<file path="src/rtl/core/dpcsr_pkg.sv">
// ----------------------------------------------------------------------------
// dpcsr_pkg
// Shared constants for the dual pulse capture block with its SPI responder.
// ----------------------------------------------------------------------------
package dpcsr_pkg;

    localparam int IN_TDATA_W  = 32;
    localparam int OUT_TDATA_W = 56;
    localparam int TIMER_W     = 16;
    localparam int BYTE_W      = 8;
    localparam int REPLY_ST_W  = 3;

    typedef logic [REPLY_ST_W-1:0] t_reply_st;

    // SPI command bytes
    localparam logic [BYTE_W-1:0] CMD_TIMER = 8'h01;
    localparam logic [BYTE_W-1:0] CMD_WIDTH = 8'h02;

    // Reply sequencer states
    localparam t_reply_st ST_CMD    = 3'd0;
    localparam t_reply_st ST_TMR_HI = 3'd1;
    localparam t_reply_st ST_CH1_HI = 3'd2;
    localparam t_reply_st ST_CH2_LO = 3'd3;
    localparam t_reply_st ST_CH2_HI = 3'd4;

    // Item kind carried in s_axis_tuser
    localparam logic MODE_PINS = 1'b0;
    localparam logic MODE_SPI  = 1'b1;

endpackage

</file>
<file path="src/rtl/core/dual_pulse_capture_spi_readout.sv">
// ----------------------------------------------------------------------------
// dual_pulse_capture_spi_readout
// Two-channel pulse width capture with an SPI command reply sequencer.
// ----------------------------------------------------------------------------
// Each input beat is either a pin sample (tuser 0) or a received SPI byte
// (tuser 1), and each gives exactly one output beat. A beat is registered at
// the input, then processed combinationally into the capture state and the
// output register, so one beat per clock is sustained; only output
// backpressure slows it. A rising edge on a channel latches the timer as
// its start time, a falling edge stores the width modulo 2^16 and, with
// mirroring on, copies its high byte to the duty output. SPI command 0x01
// replies timer low byte then the latched high byte; 0x02 replies channel
// one low, high, then channel two low, high; anything else replies 0.
module dual_pulse_capture_spi_readout
    import dpcsr_pkg::*;
#(
    parameter logic [7:0] DUTY_RESET = 8'd117
) (
    input  logic                   i_clk,
    input  logic                   i_rst_n,
    input  logic                   i_cfg_wr_en,
    input  logic                   i_cfg_wr_data,   // mirror_enable
    input  logic                   s_axis_tvalid,
    output logic                   s_axis_tready,
    // [1:0] pin_levels, [17:2] timer_value, [25:18] spi_byte, rest zero
    input  logic [IN_TDATA_W-1:0]  s_axis_tdata,
    // [0] mode
    input  logic                   s_axis_tuser,
    output logic                   m_axis_tvalid,
    input  logic                   m_axis_tready,
    // [7:0] spi_reply, [23:8] channel_one_width, [39:24] channel_two_width,
    // [47:40] duty_a, [55:48] duty_b
    output logic [OUT_TDATA_W-1:0] m_axis_tdata,
    // [0] spi_reply_valid
    output logic                   m_axis_tuser
);

    // input register
    logic               r_in_valid;
    logic               r_in_mode;
    logic [1:0]         r_in_pins;
    logic [TIMER_W-1:0] r_in_timer;
    logic [BYTE_W-1:0]  r_in_byte;

    // capture and sequencer state
    logic               r_mirror_en;
    logic [TIMER_W-1:0] r_one_start, n_one_start;
    logic [TIMER_W-1:0] r_two_start, n_two_start;
    logic               r_one_level, n_one_level;
    logic               r_two_level, n_two_level;
    logic [TIMER_W-1:0] r_one_width, n_one_width;
    logic [TIMER_W-1:0] r_two_width, n_two_width;
    t_reply_st          r_reply_st,  n_reply_st;
    logic [BYTE_W-1:0]  r_tmr_hi,    n_tmr_hi;
    logic [BYTE_W-1:0]  r_duty_a,    n_duty_a;
    logic [BYTE_W-1:0]  r_duty_b,    n_duty_b;

    // output register
    logic               r_out_valid;
    logic [BYTE_W-1:0]  r_out_reply, n_out_reply;
    logic               r_out_spi;

    logic w_out_free;
    logic w_proc;

    assign w_out_free    = !r_out_valid || m_axis_tready;
    assign w_proc        = r_in_valid && w_out_free;
    assign s_axis_tready = !r_in_valid || w_out_free;

    assign m_axis_tvalid = r_out_valid;
    assign m_axis_tuser  = r_out_spi;
    assign m_axis_tdata  = {r_duty_b, r_duty_a, r_two_width, r_one_width, r_out_reply};

    always_comb begin
        n_one_start = r_one_start;
        n_two_start = r_two_start;
        n_one_level = r_one_level;
        n_two_level = r_two_level;
        n_one_width = r_one_width;
        n_two_width = r_two_width;
        n_reply_st  = r_reply_st;
        n_tmr_hi    = r_tmr_hi;
        n_duty_a    = r_duty_a;
        n_duty_b    = r_duty_b;
        n_out_reply = '0;
        if (r_in_mode == MODE_PINS) begin
            if (r_in_pins[0] != r_one_level) begin
                n_one_level = r_in_pins[0];
                if (r_in_pins[0]) begin
                    n_one_start = r_in_timer;
                end else begin
                    n_one_width = r_in_timer - r_one_start;
                    if (r_mirror_en) begin
                        n_duty_a = n_one_width[TIMER_W-1 -: BYTE_W];
                    end
                end
            end
            if (r_in_pins[1] != r_two_level) begin
                n_two_level = r_in_pins[1];
                if (r_in_pins[1]) begin
                    n_two_start = r_in_timer;
                end else begin
                    n_two_width = r_in_timer - r_two_start;
                    if (r_mirror_en) begin
                        n_duty_b = n_two_width[TIMER_W-1 -: BYTE_W];
                    end
                end
            end
        end else begin
            unique case (r_reply_st)
                ST_TMR_HI: begin
                    n_out_reply = r_tmr_hi;
                    n_reply_st  = ST_CMD;
                end
                ST_CH1_HI: begin
                    n_out_reply = r_one_width[TIMER_W-1 -: BYTE_W];
                    n_reply_st  = ST_CH2_LO;
                end
                ST_CH2_LO: begin
                    n_out_reply = r_two_width[BYTE_W-1:0];
                    n_reply_st  = ST_CH2_HI;
                end
                ST_CH2_HI: begin
                    n_out_reply = r_two_width[TIMER_W-1 -: BYTE_W];
                    n_reply_st  = ST_CMD;
                end
                default: begin
                    // command mode; unused codes land here too
                    if (r_in_byte == CMD_TIMER) begin
                        n_out_reply = r_in_timer[BYTE_W-1:0];
                        n_tmr_hi    = r_in_timer[TIMER_W-1 -: BYTE_W];
                        n_reply_st  = ST_TMR_HI;
                    end else if (r_in_byte == CMD_WIDTH) begin
                        n_out_reply = r_one_width[BYTE_W-1:0];
                        n_reply_st  = ST_CH1_HI;
                    end else begin
                        n_reply_st  = ST_CMD;
                    end
                end
            endcase
        end
    end

    // control and state
    always_ff @(posedge i_clk) begin
        if (!i_rst_n) begin
            r_in_valid  <= 1'b0;
            r_out_valid <= 1'b0;
            r_mirror_en <= 1'b1;
            r_one_start <= '0;
            r_two_start <= '0;
            r_one_level <= 1'b0;
            r_two_level <= 1'b0;
            r_one_width <= '0;
            r_two_width <= '0;
            r_reply_st  <= ST_CMD;
            r_tmr_hi    <= '0;
            r_duty_a    <= DUTY_RESET;
            r_duty_b    <= DUTY_RESET;
        end else begin
            if (i_cfg_wr_en) begin
                r_mirror_en <= i_cfg_wr_data;
            end
            if (s_axis_tready) begin
                r_in_valid <= s_axis_tvalid;
            end
            if (w_out_free) begin
                r_out_valid <= r_in_valid;
            end
            if (w_proc) begin
                r_one_start <= n_one_start;
                r_two_start <= n_two_start;
                r_one_level <= n_one_level;
                r_two_level <= n_two_level;
                r_one_width <= n_one_width;
                r_two_width <= n_two_width;
                r_reply_st  <= n_reply_st;
                r_tmr_hi    <= n_tmr_hi;
                r_duty_a    <= n_duty_a;
                r_duty_b    <= n_duty_b;
            end
        end
    end

    // payload
    always_ff @(posedge i_clk) begin
        if (s_axis_tready && s_axis_tvalid) begin
            r_in_mode  <= s_axis_tuser;
            r_in_pins  <= s_axis_tdata[1:0];
            r_in_timer <= s_axis_tdata[2 +: TIMER_W];
            r_in_byte  <= s_axis_tdata[2+TIMER_W +: BYTE_W];
        end
        if (w_proc) begin
            r_out_reply <= n_out_reply;
            r_out_spi   <= r_in_mode;
        end
    end

    // a pin sample never moves the reply sequencer
    a_pins_keep_seq: assert property (@(posedge i_clk) disable iff (!i_rst_n)
        (w_proc && r_in_mode == MODE_PINS) |=> $stable(r_reply_st))
        else $error("reply state changed on a pin sample");

    // an SPI byte never touches the captured widths
    a_spi_keep_width: assert property (@(posedge i_clk) disable iff (!i_rst_n)
        (w_proc && r_in_mode == MODE_SPI) |=> ($stable(r_one_width) && $stable(r_two_width)))
        else $error("width changed on an SPI byte");

    // pin sample beats carry a zero reply
    a_pin_reply_zero: assert property (@(posedge i_clk) disable iff (!i_rst_n)
        (r_out_valid && !r_out_spi) |-> (r_out_reply == '0))
        else $error("nonzero reply on a pin sample beat");

    // duty outputs hold while mirroring is off
    a_duty_hold: assert property (@(posedge i_clk) disable iff (!i_rst_n)
        (!r_mirror_en && !i_cfg_wr_en) |=> ($stable(r_duty_a) && $stable(r_duty_b)))
        else $error("duty changed with mirroring off");

    // both stages full and output stalled means no new beat
    a_full_stall: assert property (@(posedge i_clk) disable iff (!i_rst_n)
        (r_in_valid && r_out_valid && !m_axis_tready) |-> !s_axis_tready)
        else $error("beat accepted with the pipeline full");

endmodule
</file>
<file path="config.mk">
export PLATFORM = sky130hd
export DESIGN_NAME = dual_pulse_capture_spi_readout
export DESIGN_NICKNAME = d
export VERILOG_FILES = /design/src/rtl/core/dpcsr_pkg.sv /design/src/rtl/core/dual_pulse_capture_spi_readout.sv
export SDC_FILE = /design/constraint.sdc
export NUM_CORES = 1
export LEC_CHECK = 0
export BUFFER_PORTS_ARGS = -buffer_cell sky130_fd_sc_hd__buf_2
export CAP_MARGIN = 20
export CORE_MARGIN = 4
export CORE_UTILIZATION = 40
export DETAILED_ROUTE_END_ITERATION = 10
export PLACE_DENSITY = 0.69
export SETUP_SLACK_MARGIN = 0.1
export SYNTH_ARGS = -nofsm -noshare
export SYNTH_HDL_FRONTEND = slang
export SYNTH_SLANG_ARGS = --single-unit
</file>
<file path="constraint.sdc">
create_clock -name i_clk -period 2.8 [get_ports i_clk]
set_input_delay 0.56 -clock i_clk [delete_from_list [all_inputs] [get_ports i_clk]]
set_output_delay 0.56 -clock i_clk [all_outputs]
set_load 0.05 [all_outputs]
</file>
==> impl_results.md, run 1 <==
- Status: finished clean
- Area leader, netlist: dfxtp_1
- Overall die width: 138 um
- CTS H-tree lvls: 4
- Setup Skew: 0.0118 ns
- Netlist cell types: 60
- Max layer used: met4
- Largest net degree at the start of global routing: 49
- Layout Utilization: about half
- Worst endpoint data arrival time: roughly 2.8 ns
- Vias per cell: 5.37
- Via count: ~5,700
- Grt ovf: 0
- Setup Buffers After CTS: 0
- Fraction of registers with async set/reset: 0%
- Worst Setup End Kind: flop
- # port buffers: 91
- Total Nets Final: roughly 900
- Period minus WS final: about 2.5 ns
- Crit Path Category: flop to flop
- First-pass detailed-route iteration total: 5
- DR WL/cell: 17.0 um
- Ratio of final minimum period to clock period: between 80% and 90%
- CTS buffer count: 17
- Reg clk slew, reported paths: around 0.060 ns
- Setup crit start kind: flop
- Most frequent cell after synthesis: dfxtp_1
- # setup viols final: 0
- Syn_nets: approximately 810
- Worst skew pair latency: 0.42 ns
- Synthesized cell area: 0.00672 sq mm
- Largest family of logic cells by synthesized area: simple AND/OR/NAND/NOR gates
- Mapped Avg Cell Area: about 9.1 sq um
- Post-synthesis adder-cell area fraction: under 10%
- EDFF count, synth: 36
- Xor/xnor share of the synthesized area: 2.61%
- Diode count: 0
- Die area: roughly 0.019 sq mm
- FF-to-FF setup slack: 0.33 ns
- Syn. warnings: 0
- Max-slew headroom: 49.2%
- R2R cell count: 9
- Setup TNS: 0 ns
- Post-Syn Instances: between 700 and 800
- Fmax: 405 MHz
- Worst r2r src: r_in_timer[0]
- WP depth: 9
- Synth Area in Simple Gates: around 18%
- Routed WL: 18,100 um
- Detailed-route DRC error count: 0
- Worst Setup EP: r_duty_a[4]
- Worst-path maximum fanout: 5
- Peak supply drop: 0.000438 V
- Post-DP HPWL: about 14,000 um
- Yosys reg bits: 132
- CP required: 3.11 ns
- R2r endpoint: r_duty_a[4]
- Top_reg_cell synth: dfxtp_1
- Unrepaired setup endpoints after global routing: true
- Delay-heaviest family, CP: compound AO/OA/AOI/OAI gates
- DR WL met3: between 1000 and 1500 um
- Beginning of the critical path: r_in_timer[0]
- Area delta synth->final: 20.5%
- Pwr Density: 582 mW/mm^2
- Post-synthesis mux area share: 7.46%
- Vias in the first global route: 5,446
- Share of layout cells above drive strength 1: between 10% and 20%
- Initial antenna violation count: 0
- Crit-path slowest cell: fa_1
- Share of the synthesized area in the top cell type: 28.6%
- Final hold violation count: 0
- Sequential area share after synthesis: 44.7%
- CTS root buf: clkbuf_16
- Commonest cells in the netlist: 96 x dfxtp_1, 78 x nor2_1, 71 x nand2_1
- Initial DRC Count: 455
- CP max stage delay: 0.38 ns
- Starting Density: 40.7%
- Wl on met1: 8370 um
- Max clock buf depth: 2
- Cts hold-fix bufs: 0
- Area fraction in compound gates after synthesis: 15.9%
- FP Rows: 47
- Clk sinks: 132
- Slew Limit Fails: 0
- CP Buf/Inv Count: 1
- Overall track demand over capacity in global routing: 19.9%
- Synth area leaders: dfxtp_1 29%, edfxtp_1 16%, mux2i_1 6.0%
- Gp weighted congestion: 0.864
- Worst hold path type: input pin to flop
- Maxcap violations: 0
- Post-CTS Resized: 0
- CTS tree: built
- Total chip power: 4.71 mW
- Met2 WL post-DR: between 8000 and 9000 um
- Worst-path cell chain: inv_1 -> ha_1 -> fa_1 -> nand2b_1 -> a21oi_1 -> o2111ai_2 -> a32oi_2 -> nand4_1 -> o311a_1
- Core area: 0.0165 sq mm
- Boundary pin count: 98
- Leakage: 3.30 nW
- Number of fill cells in the layout: 1,560
- Die H: 138 um
- Global-route wire length before repair: 28,700 um
- Worst slew pin tran: 0.756 ns
- Antenna-violating nets left: 0
[cell type report]
cell class / count / area, sq um / area share [%]
clock inverter: 7 / 40.0 / 0.494
tap: 220 / 275 / 3.40
timing repair buffer: 117 / 663 / 8.19
clock buffer: 25 / 549 / 6.78
multi-input combinational: 526 / 3420 / 42.2
sequential: 132 / 3000 / 37.1
inverter: 39 / 146 / 1.81
[placed cells by master (no fill, tap or decap), types with 10 or more instances in the layout]
master	n
xnor2_1	14
nand2_1	71
ha_1	30
nand2b_1	11
mux2i_1	40
a21oi_1	59
nor2_1	78
edfxtp_1	36
nand3_1	27
nor3_1	12
dfxtp_1	96
nor2b_1	10
inv_1	38
o21ai_0	30
clkbuf_16	20
and3_1	10
buf_4	25
buf_2	91
[flip-flops by register name, indices dropped and copies added, names as in the netlist]
| signal | cells |
|---|---|
| r_two_width | 16 |
| r_duty_b | 8 |
| r_mirror_en | 1 |
| r_one_start | 16 |
| m_axis_tvalid | 1 |
| r_two_level | 1 |
| r_duty_a | 8 |
| r_two_start | 16 |
| r_one_width | 16 |
| r_in_valid | 1 |
| r_reply_st | 3 |
| r_in_mode | 1 |
| r_one_level | 1 |
| m_axis_tuser | 1 |
| r_out_reply | 8 |
| r_in_timer | 16 |
| r_in_pins | 2 |
| r_tmr_hi | 8 |
| r_in_byte | 8 |
[logic make-up (layout without fill, tap and decap cells)]
kind of cell | count (synthesis) | count (layout)
flip-flops | 132 | 132
adder cells (fa/ha/maj) | 32 | 32
buffers and inverters | 80 | 188
AO/OA/AOI/OAI | 168 | 168
AND/OR/NAND/NOR | 257 | 257
multiplexers | 49 | 49
XOR/XNOR | 20 | 20
[worst min-delay path by stage]
| stage | start | slack (ns) | end | cells after the start |
|---|---|---|---|---|
| after global routing | s_axis_tdata[15] | 0.29 | r_in_timer[13] | 1 |
| after global placement | r_duty_a[0] | 0.45 | r_duty_a[0] | 2 |
| after CTS | s_axis_tdata[15] | 0.29 | r_in_timer[13] | 1 |
| final | s_axis_tdata[10] | 0.31 | r_in_timer[8] | 1 |
| after detailed placement | r_duty_b[2] | 0.46 | r_duty_b[2] | 2 |
| after floorplan | r_tmr_hi[0] | 0.46 | r_tmr_hi[0] | 2 |
[metrics by stage]
step | worst slack, ns | hold WS [ns] | std cells | cell area (sq um)
6_report | 0.331 | 0.310 | 1066 | 8100
5_1_grt | 0.0891 | 0.291 | 1066 | 8100
4_1_cts | 0.180 | 0.294 | 1066 | 8070
3_5_place_dp | 0.199 | 0.462 | 1034 | 7480
3_3_place_gp | 0.257 | 0.452 | 1034 | 7480
2_1_floorplan | 0.583 | 0.456 | 738 | 6720
[power by group]
| group | switching [mW] | total, mW | internal, mW |
|---|---|---|---|
| Clock | 0.813 | 2.17 | 1.35 |
| Sequential | 0.0400 | 2.05 | 2.01 |
| Combinational | 0.311 | 0.497 | 0.185 |
[layer usage]
metal / up-vias / global-route usage, %
met5: - / 0
met4: 0 / 8.26
met3: 25 / 4.67
met2: 147 / 30.5
met1: 2702 / 26.8
li1: 2847 / -
(Power assumes the default switching activity.)
==> run 2: changes to the inputs <==
--- a/config.mk
+++ b/config.mk
@@ -7,10 +7,12 @@
 export LEC_CHECK = 0
 export BUFFER_PORTS_ARGS = -buffer_cell sky130_fd_sc_hd__buf_2
 export CAP_MARGIN = 20
+export CELL_PAD_IN_SITES_DETAIL_PLACEMENT = 0
+export CELL_PAD_IN_SITES_GLOBAL_PLACEMENT = 1
 export CORE_MARGIN = 4
 export CORE_UTILIZATION = 40
 export DETAILED_ROUTE_END_ITERATION = 10
-export PLACE_DENSITY = 0.69
+export PLACE_DENSITY = 0.84
 export SETUP_SLACK_MARGIN = 0.1
 export SYNTH_ARGS = -nofsm -noshare
 export SYNTH_HDL_FRONTEND = slang
==> run 2 against run 1 <==
- critical endpoint is now r_two_width[12]
- combinational power is 2% lower
- largest cell class unchanged
- utilization up 0.083 points
- non-clock buffer count unchanged
- fmax down 0.56%
- clock power increased by 2%
- worst hold slack better by 0.0025 ns
- die area unchanged
- critical path depth unchanged
- global-route usage decreased by 0.84 points
- design area rose by 0.17%
- first-iteration DRC count decreased by 4.2%
- wire length down 3.0%
==> impl_results.md, run 2 (synthesized netlist as in run 1, its figures left out) <==
- Worst-path cell chain: inv_1 -> ha_1 -> fa_1 -> nand2b_1 -> a21oi_1 -> o21ai_0 -> a32oi_2 -> xnor2_1 -> a21oi_1 (was inv_1 -> ha_1 -> fa_1 -> nand2b_1 -> a21oi_1 -> o2111ai_2 -> a32oi_2 -> nand4_1 -> o311a_1)
- Final cell count without fillers: 1,066 (unchanged)
- Starting Density: 40.7% (unchanged)
- Placed cells: 1,034 (unchanged)
- Fmax: 403 MHz (was 405 MHz)
- Period minus WS final: 2.48 ns (was 2.47 ns)
- Setup TNS: 0 ns (unchanged)
- DR WL met3: 1060 um (was 1090 um)
- Core area: 0.0165 sq mm (unchanged)
- Die H: 138 um (unchanged)
- Comb power frac: 10.3% (was 10.5%)
- Max-slew headroom: 56.1% (was 49.2%)
- Most common cell on crit path: a21oi_1
- Largest net degree at the start of global routing: 71 (was 49)
- Status: finished clean (unchanged)
- Initial antenna violation count: 0 (unchanged)
- Vias in the first global route: 5,220 (was 5,446)
- Setup Skew: 0.00974 ns (was 0.0118 ns)
- Final Worst Setup Slack: 0.317 ns (was 0.331 ns)
- Setup slack after placement: 0.178 ns (was 0.199 ns)
- Vias per cell: 5.29 (was 5.37)
- Crit-path slowest cell: fa_1 (unchanged)
- CTS root buf: clkbuf_16 (unchanged)
- FP Rows: 47 (unchanged)
- Unrepaired setup endpoints after global routing: true (unchanged)
- Overall die width: 138 um (unchanged)
- Commonest non-fill, non-tap cells in the layout: 96 x dfxtp_1, 91 x buf_2, 78 x nor2_1 (unchanged)
- Design internal power: 3.56 mW (was 3.55 mW)
- Grt ovf: 0 (unchanged)
- First-pass detailed-route iteration total: 5 (unchanged)
- Leading cell type in the layout, fill and taps excluded: dfxtp_1 (unchanged)
- Worst Setup End Kind: flop (unchanged)
- Share of layout cells above drive strength 1: 19.7% (was 19.6%)
- CTS buffer count: 17 (unchanged)
- # port buffers: 91 (unchanged)
- Diode count: 0 (unchanged)
- Worst slew pin tran: 0.658 ns (was 0.756 ns)
- FF-to-FF setup slack: 0.32 ns (was 0.33 ns)
- Net Sw Power: 1.20 mW (was 1.16 mW)
- DR WL/cell: 16.5 um (was 17.0 um)
- Final hold violation count: 0 (unchanged)
- Detailed-route DRC error count: 0 (unchanged)
- Leakage: 3.32 nW (was 3.30 nW)
- Crit Path Category: flop to flop (unchanged)
- Worst hold path type: input pin to flop (unchanged)
- Die area: 0.0189 sq mm (unchanged)
- Overall track demand over capacity in global routing: 19.0% (was 19.9%)
- Setup crit start kind: flop (unchanged)
- Max clock buf depth: 2 (unchanged)
- Seq pwr share: 43.1% (was 43.5%)
- Total Nets Final: 904 (unchanged)
- Ratio of final minimum period to clock period: 88.7% (was 88.2%)
- CP max stage delay: 0.38 ns (about the same)
- Worst skew pair latency: 0.42 ns (about the same)
- Peak supply drop: 0.000430 V (was 0.000438 V)
- Slew Limit Fails: 0 (unchanged)
- Routed WL: 17,600 um (was 18,100 um)
- Number of fill cells in the layout: 1,562 (was 1,560)
- Maxcap violations: 0 (unchanged)
- Max layer used: met4 (unchanged)
- Boundary pin count: 98 (unchanged)
- CTS tree: built (unchanged)
- Setup Buffers After CTS: 0 (unchanged)
- Clock Power Share: 46.6% (was 46.0%)
- CTS H-tree lvls: 4 (unchanged)
- Global-route wire length before repair: 27,500 um (was 28,700 um)
- Initial DRC Count: 436 (was 455)
- Worst endpoint data arrival time: 2.79 ns (was 2.78 ns)
- Pwr Density: 587 mW/mm^2 (was 582 mW/mm^2)
- Met2 WL post-DR: 7480 um (was 8200 um)
- Antenna-violating nets left: 0 (unchanged)
- Wl on met1: 8700 um (was 8370 um)
- Reg clk slew, reported paths: 0.06 ns (about the same)
- Sw frac: 25.2% (was 24.7%)
- CP required: 3.10 ns (was 3.11 ns)
- Post-DP HPWL: 13,200 um (was 13,600 um)
- Via count: 5,637 (was 5,721)
- Gp weighted congestion: 0.883 (was 0.864)
- Area delta synth->final: 20.7% (was 20.5%)
- Clk sinks: 132 (unchanged)
- Worst-path maximum fanout: 4 (was 5)
- # setup viols final: 0 (unchanged)
run 2: final timing paths:
kind / startpoint / end / cells past startpoint
worst max register to register: r_in_timer[0] / r_two_width[12] / 9
worst min register to register: r_duty_b[0] / r_duty_b[0] / 2
worst max-delay path: r_in_timer[0] / r_two_width[12] / 9
worst min-delay path: s_axis_tdata[15] / r_in_timer[13] / 1
run 2: metrics by stage:
stage / utilization [%] / hold WS (ns) / instance area [sq um] / total power [mW]
finish: 49.1 / 0.312 / 8110 / 4.76
global route: 49.1 / 0.297 / 8110 / 4.94
CTS: 48.9 / 0.300 / 8080 / 4.79
detailed placement: 45.3 / 0.460 / 7480 / 2.57
global placement: 45.3 / 0.453 / 7480 / 2.57
floorplan: - / 0.456 / 6720 / 2.42
run 2: layout make-up:
class	instances	area [sq um]	area share, %
tap	220	275	3.39
clock inverter	9	60.1	0.740
clock buffer	23	543	6.69
multi-input combinational	526	3420	42.2
timing repair buffer	117	663	8.18
inverter	39	146	1.80
sequential	132	3000	37.0
run 2: critical path: cells and delay by family (launching register included):
kind	cells	cell delay (ns)
AND/OR/NAND/NOR	1	0.19
buffers and inverters	1	0.09
adder cells (fa/ha/maj)	2	0.62
XOR/XNOR	1	0.18
flip-flops	1	0.36
AO/OA/AOI/OAI	4	0.93
run 2: routing by layer:
metal,vias up,track usage (%)
li1,2831,-
met1,2632,27.2
met2,157,28.2
met3,17,4.60
met4,0,5.88
met5,-,0
run 2: power by group through the flow:
| stage | Sequential (mW) | Clock [mW] | Combinational (mW) |
|---|---|---|---|
| 2_1_floorplan | 2.11 | 0 | 0.314 |
| 3_3_place_gp | 2.09 | 0 | 0.475 |
| 3_5_place_dp | 2.09 | 0 | 0.478 |
| 4_1_cts | 2.05 | 2.26 | 0.481 |
| 5_1_grt | 2.06 | 2.34 | 0.544 |
| 6_report | 2.05 | 2.22 | 0.488 |
run 2: what timing repair did:
| item | 4_1_cts | 5_1_grt |
|---|---|---|
| resized for setup | 0 | 4 |
| hold buffers | 0 | 0 |
| setup endpoints to repair | 0 | 4 |
==> run 3: changes to the inputs <==
--- a/config.mk
+++ b/config.mk
@@ -12,6 +12,7 @@
 export CORE_MARGIN = 4
 export CORE_UTILIZATION = 40
 export DETAILED_ROUTE_END_ITERATION = 10
+export GPL_TIMING_DRIVEN = 0
 export PLACE_DENSITY = 0.84
 export SETUP_SLACK_MARGIN = 0.1
 export SYNTH_ARGS = -nofsm -noshare
==> run 3 against run 2 <==
- total power rose by 2.4%
- sequential power is essentially flat
- combinational power is 2% higher
- flip-flop and latch count did not move
- register-to-register slack worse by 0.09 ns
- via count up 1.5%
- fmax shrank 3.6%
- setup slack got worse by 0.093 ns
- clock power up 5%
- non-clock buffer count increased by 18
- critical endpoint is now r_duty_b[6]
==> impl_results.md, run 3 (synthesized netlist as in run 1, its figures left out) <==
- Hold Startpoint: s_axis_tdata[2] (was s_axis_tdata[15])
- CTS root buf: clkbuf_16 (unchanged)
- Maxcap violations: 0 (unchanged)
- Largest net degree at the start of global routing: 19 (was 71)
- Leakage: 3.28 nW (was 3.32 nW)
- Worst hold path type: input pin to flop (unchanged)
- Die area: 0.0189 sq mm (unchanged)
- Worst Setup End Kind: flop (unchanged)
- WHS Path Cells: 1 (unchanged)
- Hold EP: r_in_timer[0] (was r_in_timer[13])
- Worst r2r src: r_in_timer[0] (unchanged)
- Max clock buf depth: 2 (unchanged)
- Beginning of the critical path: r_in_timer[0] (unchanged)
- R2r endpoint: r_duty_b[6] (was r_two_width[12])
- Initial DRC Count: 475 (was 436)
- Die H: 138 um (unchanged)
- Post-DP HPWL: 14,700 um (was 13,200 um)
- Clk sinks: 132 (unchanged)
- Worst endpoint data arrival time: 2.92 ns (was 2.79 ns)
- # port buffers: 91 (unchanged)
- FP Rows: 47 (unchanged)
- Global-route wire length before repair: 29,200 um (was 27,500 um)
- Gp weighted congestion: 0.955 (was 0.883)
- Detailed-route DRC error count: 0 (unchanged)
- CP max stage delay: 0.40 ns (was 0.38 ns)
- Period minus WS final: 2.58 ns (was 2.48 ns)
- Area delta synth->final: 21.2% (was 20.7%)
- Peak supply drop: 0.000505 V (was 0.000430 V)
- Ratio of final minimum period to clock period: 92.0% (was 88.7%)
- Worst slew pin tran: 0.858 ns (was 0.658 ns)
- Setup TNS: 0 ns (unchanged)
- Worst skew pair latency: 0.42 ns (about the same)
- Share of layout cells above drive strength 1: 17.6% (was 19.7%)
- Diode count: 0 (unchanged)
- Vias in the first global route: 5,262 (was 5,220)
- Routed WL: 19,000 um (was 17,600 um)
- Status: finished clean (unchanged)
- Total Nets Final: 922 (was 904)
- Initial antenna violation count: 0 (unchanged)
- Overall die width: 138 um (unchanged)
- Grt ovf: 0 (unchanged)
- Setup Skew: 0.00682 ns (was 0.00974 ns)
- First-pass detailed-route iteration total: 5 (unchanged)
- Max-slew headroom: 42.4% (was 56.1%)
- Post-route cell area: 0.00815 sq mm (was 0.00811 sq mm)
- Crit Path Category: flop to flop (unchanged)
- Via count: 5,723 (was 5,637)
- Antenna-violating nets left: 0 (unchanged)
- Boundary pin count: 98 (unchanged)
- Pwr Density: 598 mW/mm^2 (was 587 mW/mm^2)
- CP required: 3.14 ns (was 3.10 ns)
- Worst-path cell chain: inv_1 -> ha_1 -> fa_1 -> nand2b_1 -> a21oi_1 -> o21ai_0 -> a31oi_1 -> nor4_1 -> a211oi_1 (was inv_1 -> ha_1 -> fa_1 -> nand2b_1 -> a21oi_1 -> o21ai_0 -> a32oi_2 -> xnor2_1 -> a21oi_1)
- Slew Limit Fails: 0 (unchanged)
- Placed Area: 0.00748 sq mm (unchanged)
- Worst-path maximum fanout: 4 (unchanged)
- Leading cell type in the layout, fill and taps excluded: buf_2 (was dfxtp_1)
- Fmax: 388 MHz (was 403 MHz)
- Final cell count without fillers: 1,084 (was 1,066)
- CTS H-tree lvls: 4 (unchanged)
- Starting Density: 40.7% (unchanged)
- Core area: 0.0165 sq mm (unchanged)
- DR WL/cell: 17.5 um (was 16.5 um)
- Setup crit start kind: flop (unchanged)
- Overall track demand over capacity in global routing: 20.4% (was 19.0%)
- Placed cells: 1,050 (was 1,034)
- Total chip power: 4.87 mW (was 4.76 mW)
- Final hold violation count: 0 (unchanged)
- Crit-path slowest cell: fa_1 (unchanged)
- Unrepaired setup endpoints after global routing: false (was true)
- Vias per cell: 5.28 (was 5.29)
- Commonest non-fill, non-tap cells in the layout: 100 x buf_2, 96 x dfxtp_1, 78 x nor2_1 (was 96 x dfxtp_1, 91 x buf_2, 78 x nor2_1)
- R2R cell count: 9 (unchanged)
- CTS tree: built (unchanged)
- FF-to-FF setup slack: 0.22 ns (was 0.32 ns)
- Reg clk slew, reported paths: 0.06 ns (about the same)
- CTS buffer count: 17 (unchanged)
- # setup viols final: 0 (unchanged)
run 3: cell count changes in the layout (fill, tap and decap cells not counted), moves of 2 or more:
cell / change
buf_1: +4
buf_6: +2
clkinv_1: +4
buf_2: +9
clkbuf_16: -4
buf_4: -23
bufinv_16: +4
clkbuf_1: +25
run 3: routing by layer:
metal  global-route usage, %  routed length [um]  share of wire (%)
met3                    4.27                1290                6.8
met4                    6.87                 301                1.6
met5                       0                   0                  0
met1                    27.9                8850                 47
met2                    32.2                8540                 45
run 3: worst max-delay path by stage:
stage / to / slack (ns) / cells past startpoint
3_5_place_dp: r_one_width[12] / 0.06 / 8
2_1_floorplan: r_in_byte[0] / 0.58 / 3
3_3_place_gp: r_one_width[12] / 0.10 / 8
6_report: r_duty_b[6] / 0.22 / 9
4_1_cts: r_duty_a[4] / 0.19 / 8
5_1_grt: r_two_width[14] / 0.10 / 9
run 3: through the flow:
step | util [%] | setup WS (ns) | hold slack, ns
6_report | 49.3 | 0.224 | 0.308
5_1_grt | 49.3 | 0.103 | 0.300
3_3_place_gp | 45.1 | 0.100 | 0.453
4_1_cts | 49.1 | 0.195 | 0.296
2_1_floorplan | - | 0.583 | 0.456
3_5_place_dp | 45.3 | 0.0564 | 0.463
run 3: repair_timing:
item	CTS	global route
resized for setup	2	4
pin swaps	0	1
hold buffers	0	0
buffers inserted	0	2
endpoints found under the setup margin	2	4
run 3: cell type report:
type	instances	area, sq um
Clock buffer	17	425
Tap cell	220	275
Clock inverter	15	188
Timing Repair Buffer	94	498
Sequential cell	132	3000
Inverter	39	146
Multi-Input combinational cell	526	3430
Fill cell	1601	8380
Buffer	41	180
run 3: worst max-delay path, delay by kind of cell (launching register included):
family                     cells  cell delay (ns)
and+or+nand+nor                2             0.30
buffers and inverters          1             0.11
AOI/OAI and AO/OA              4             1.07
DFF                            1             0.37
adders and majority gates      2             0.65
run 3: power breakdown:
part	total [mW]	internal, mW	switching (mW)
Sequential	2.05	2.01	0.0415
Combinational	0.496	0.177	0.318
Clock	2.33	1.48	0.847
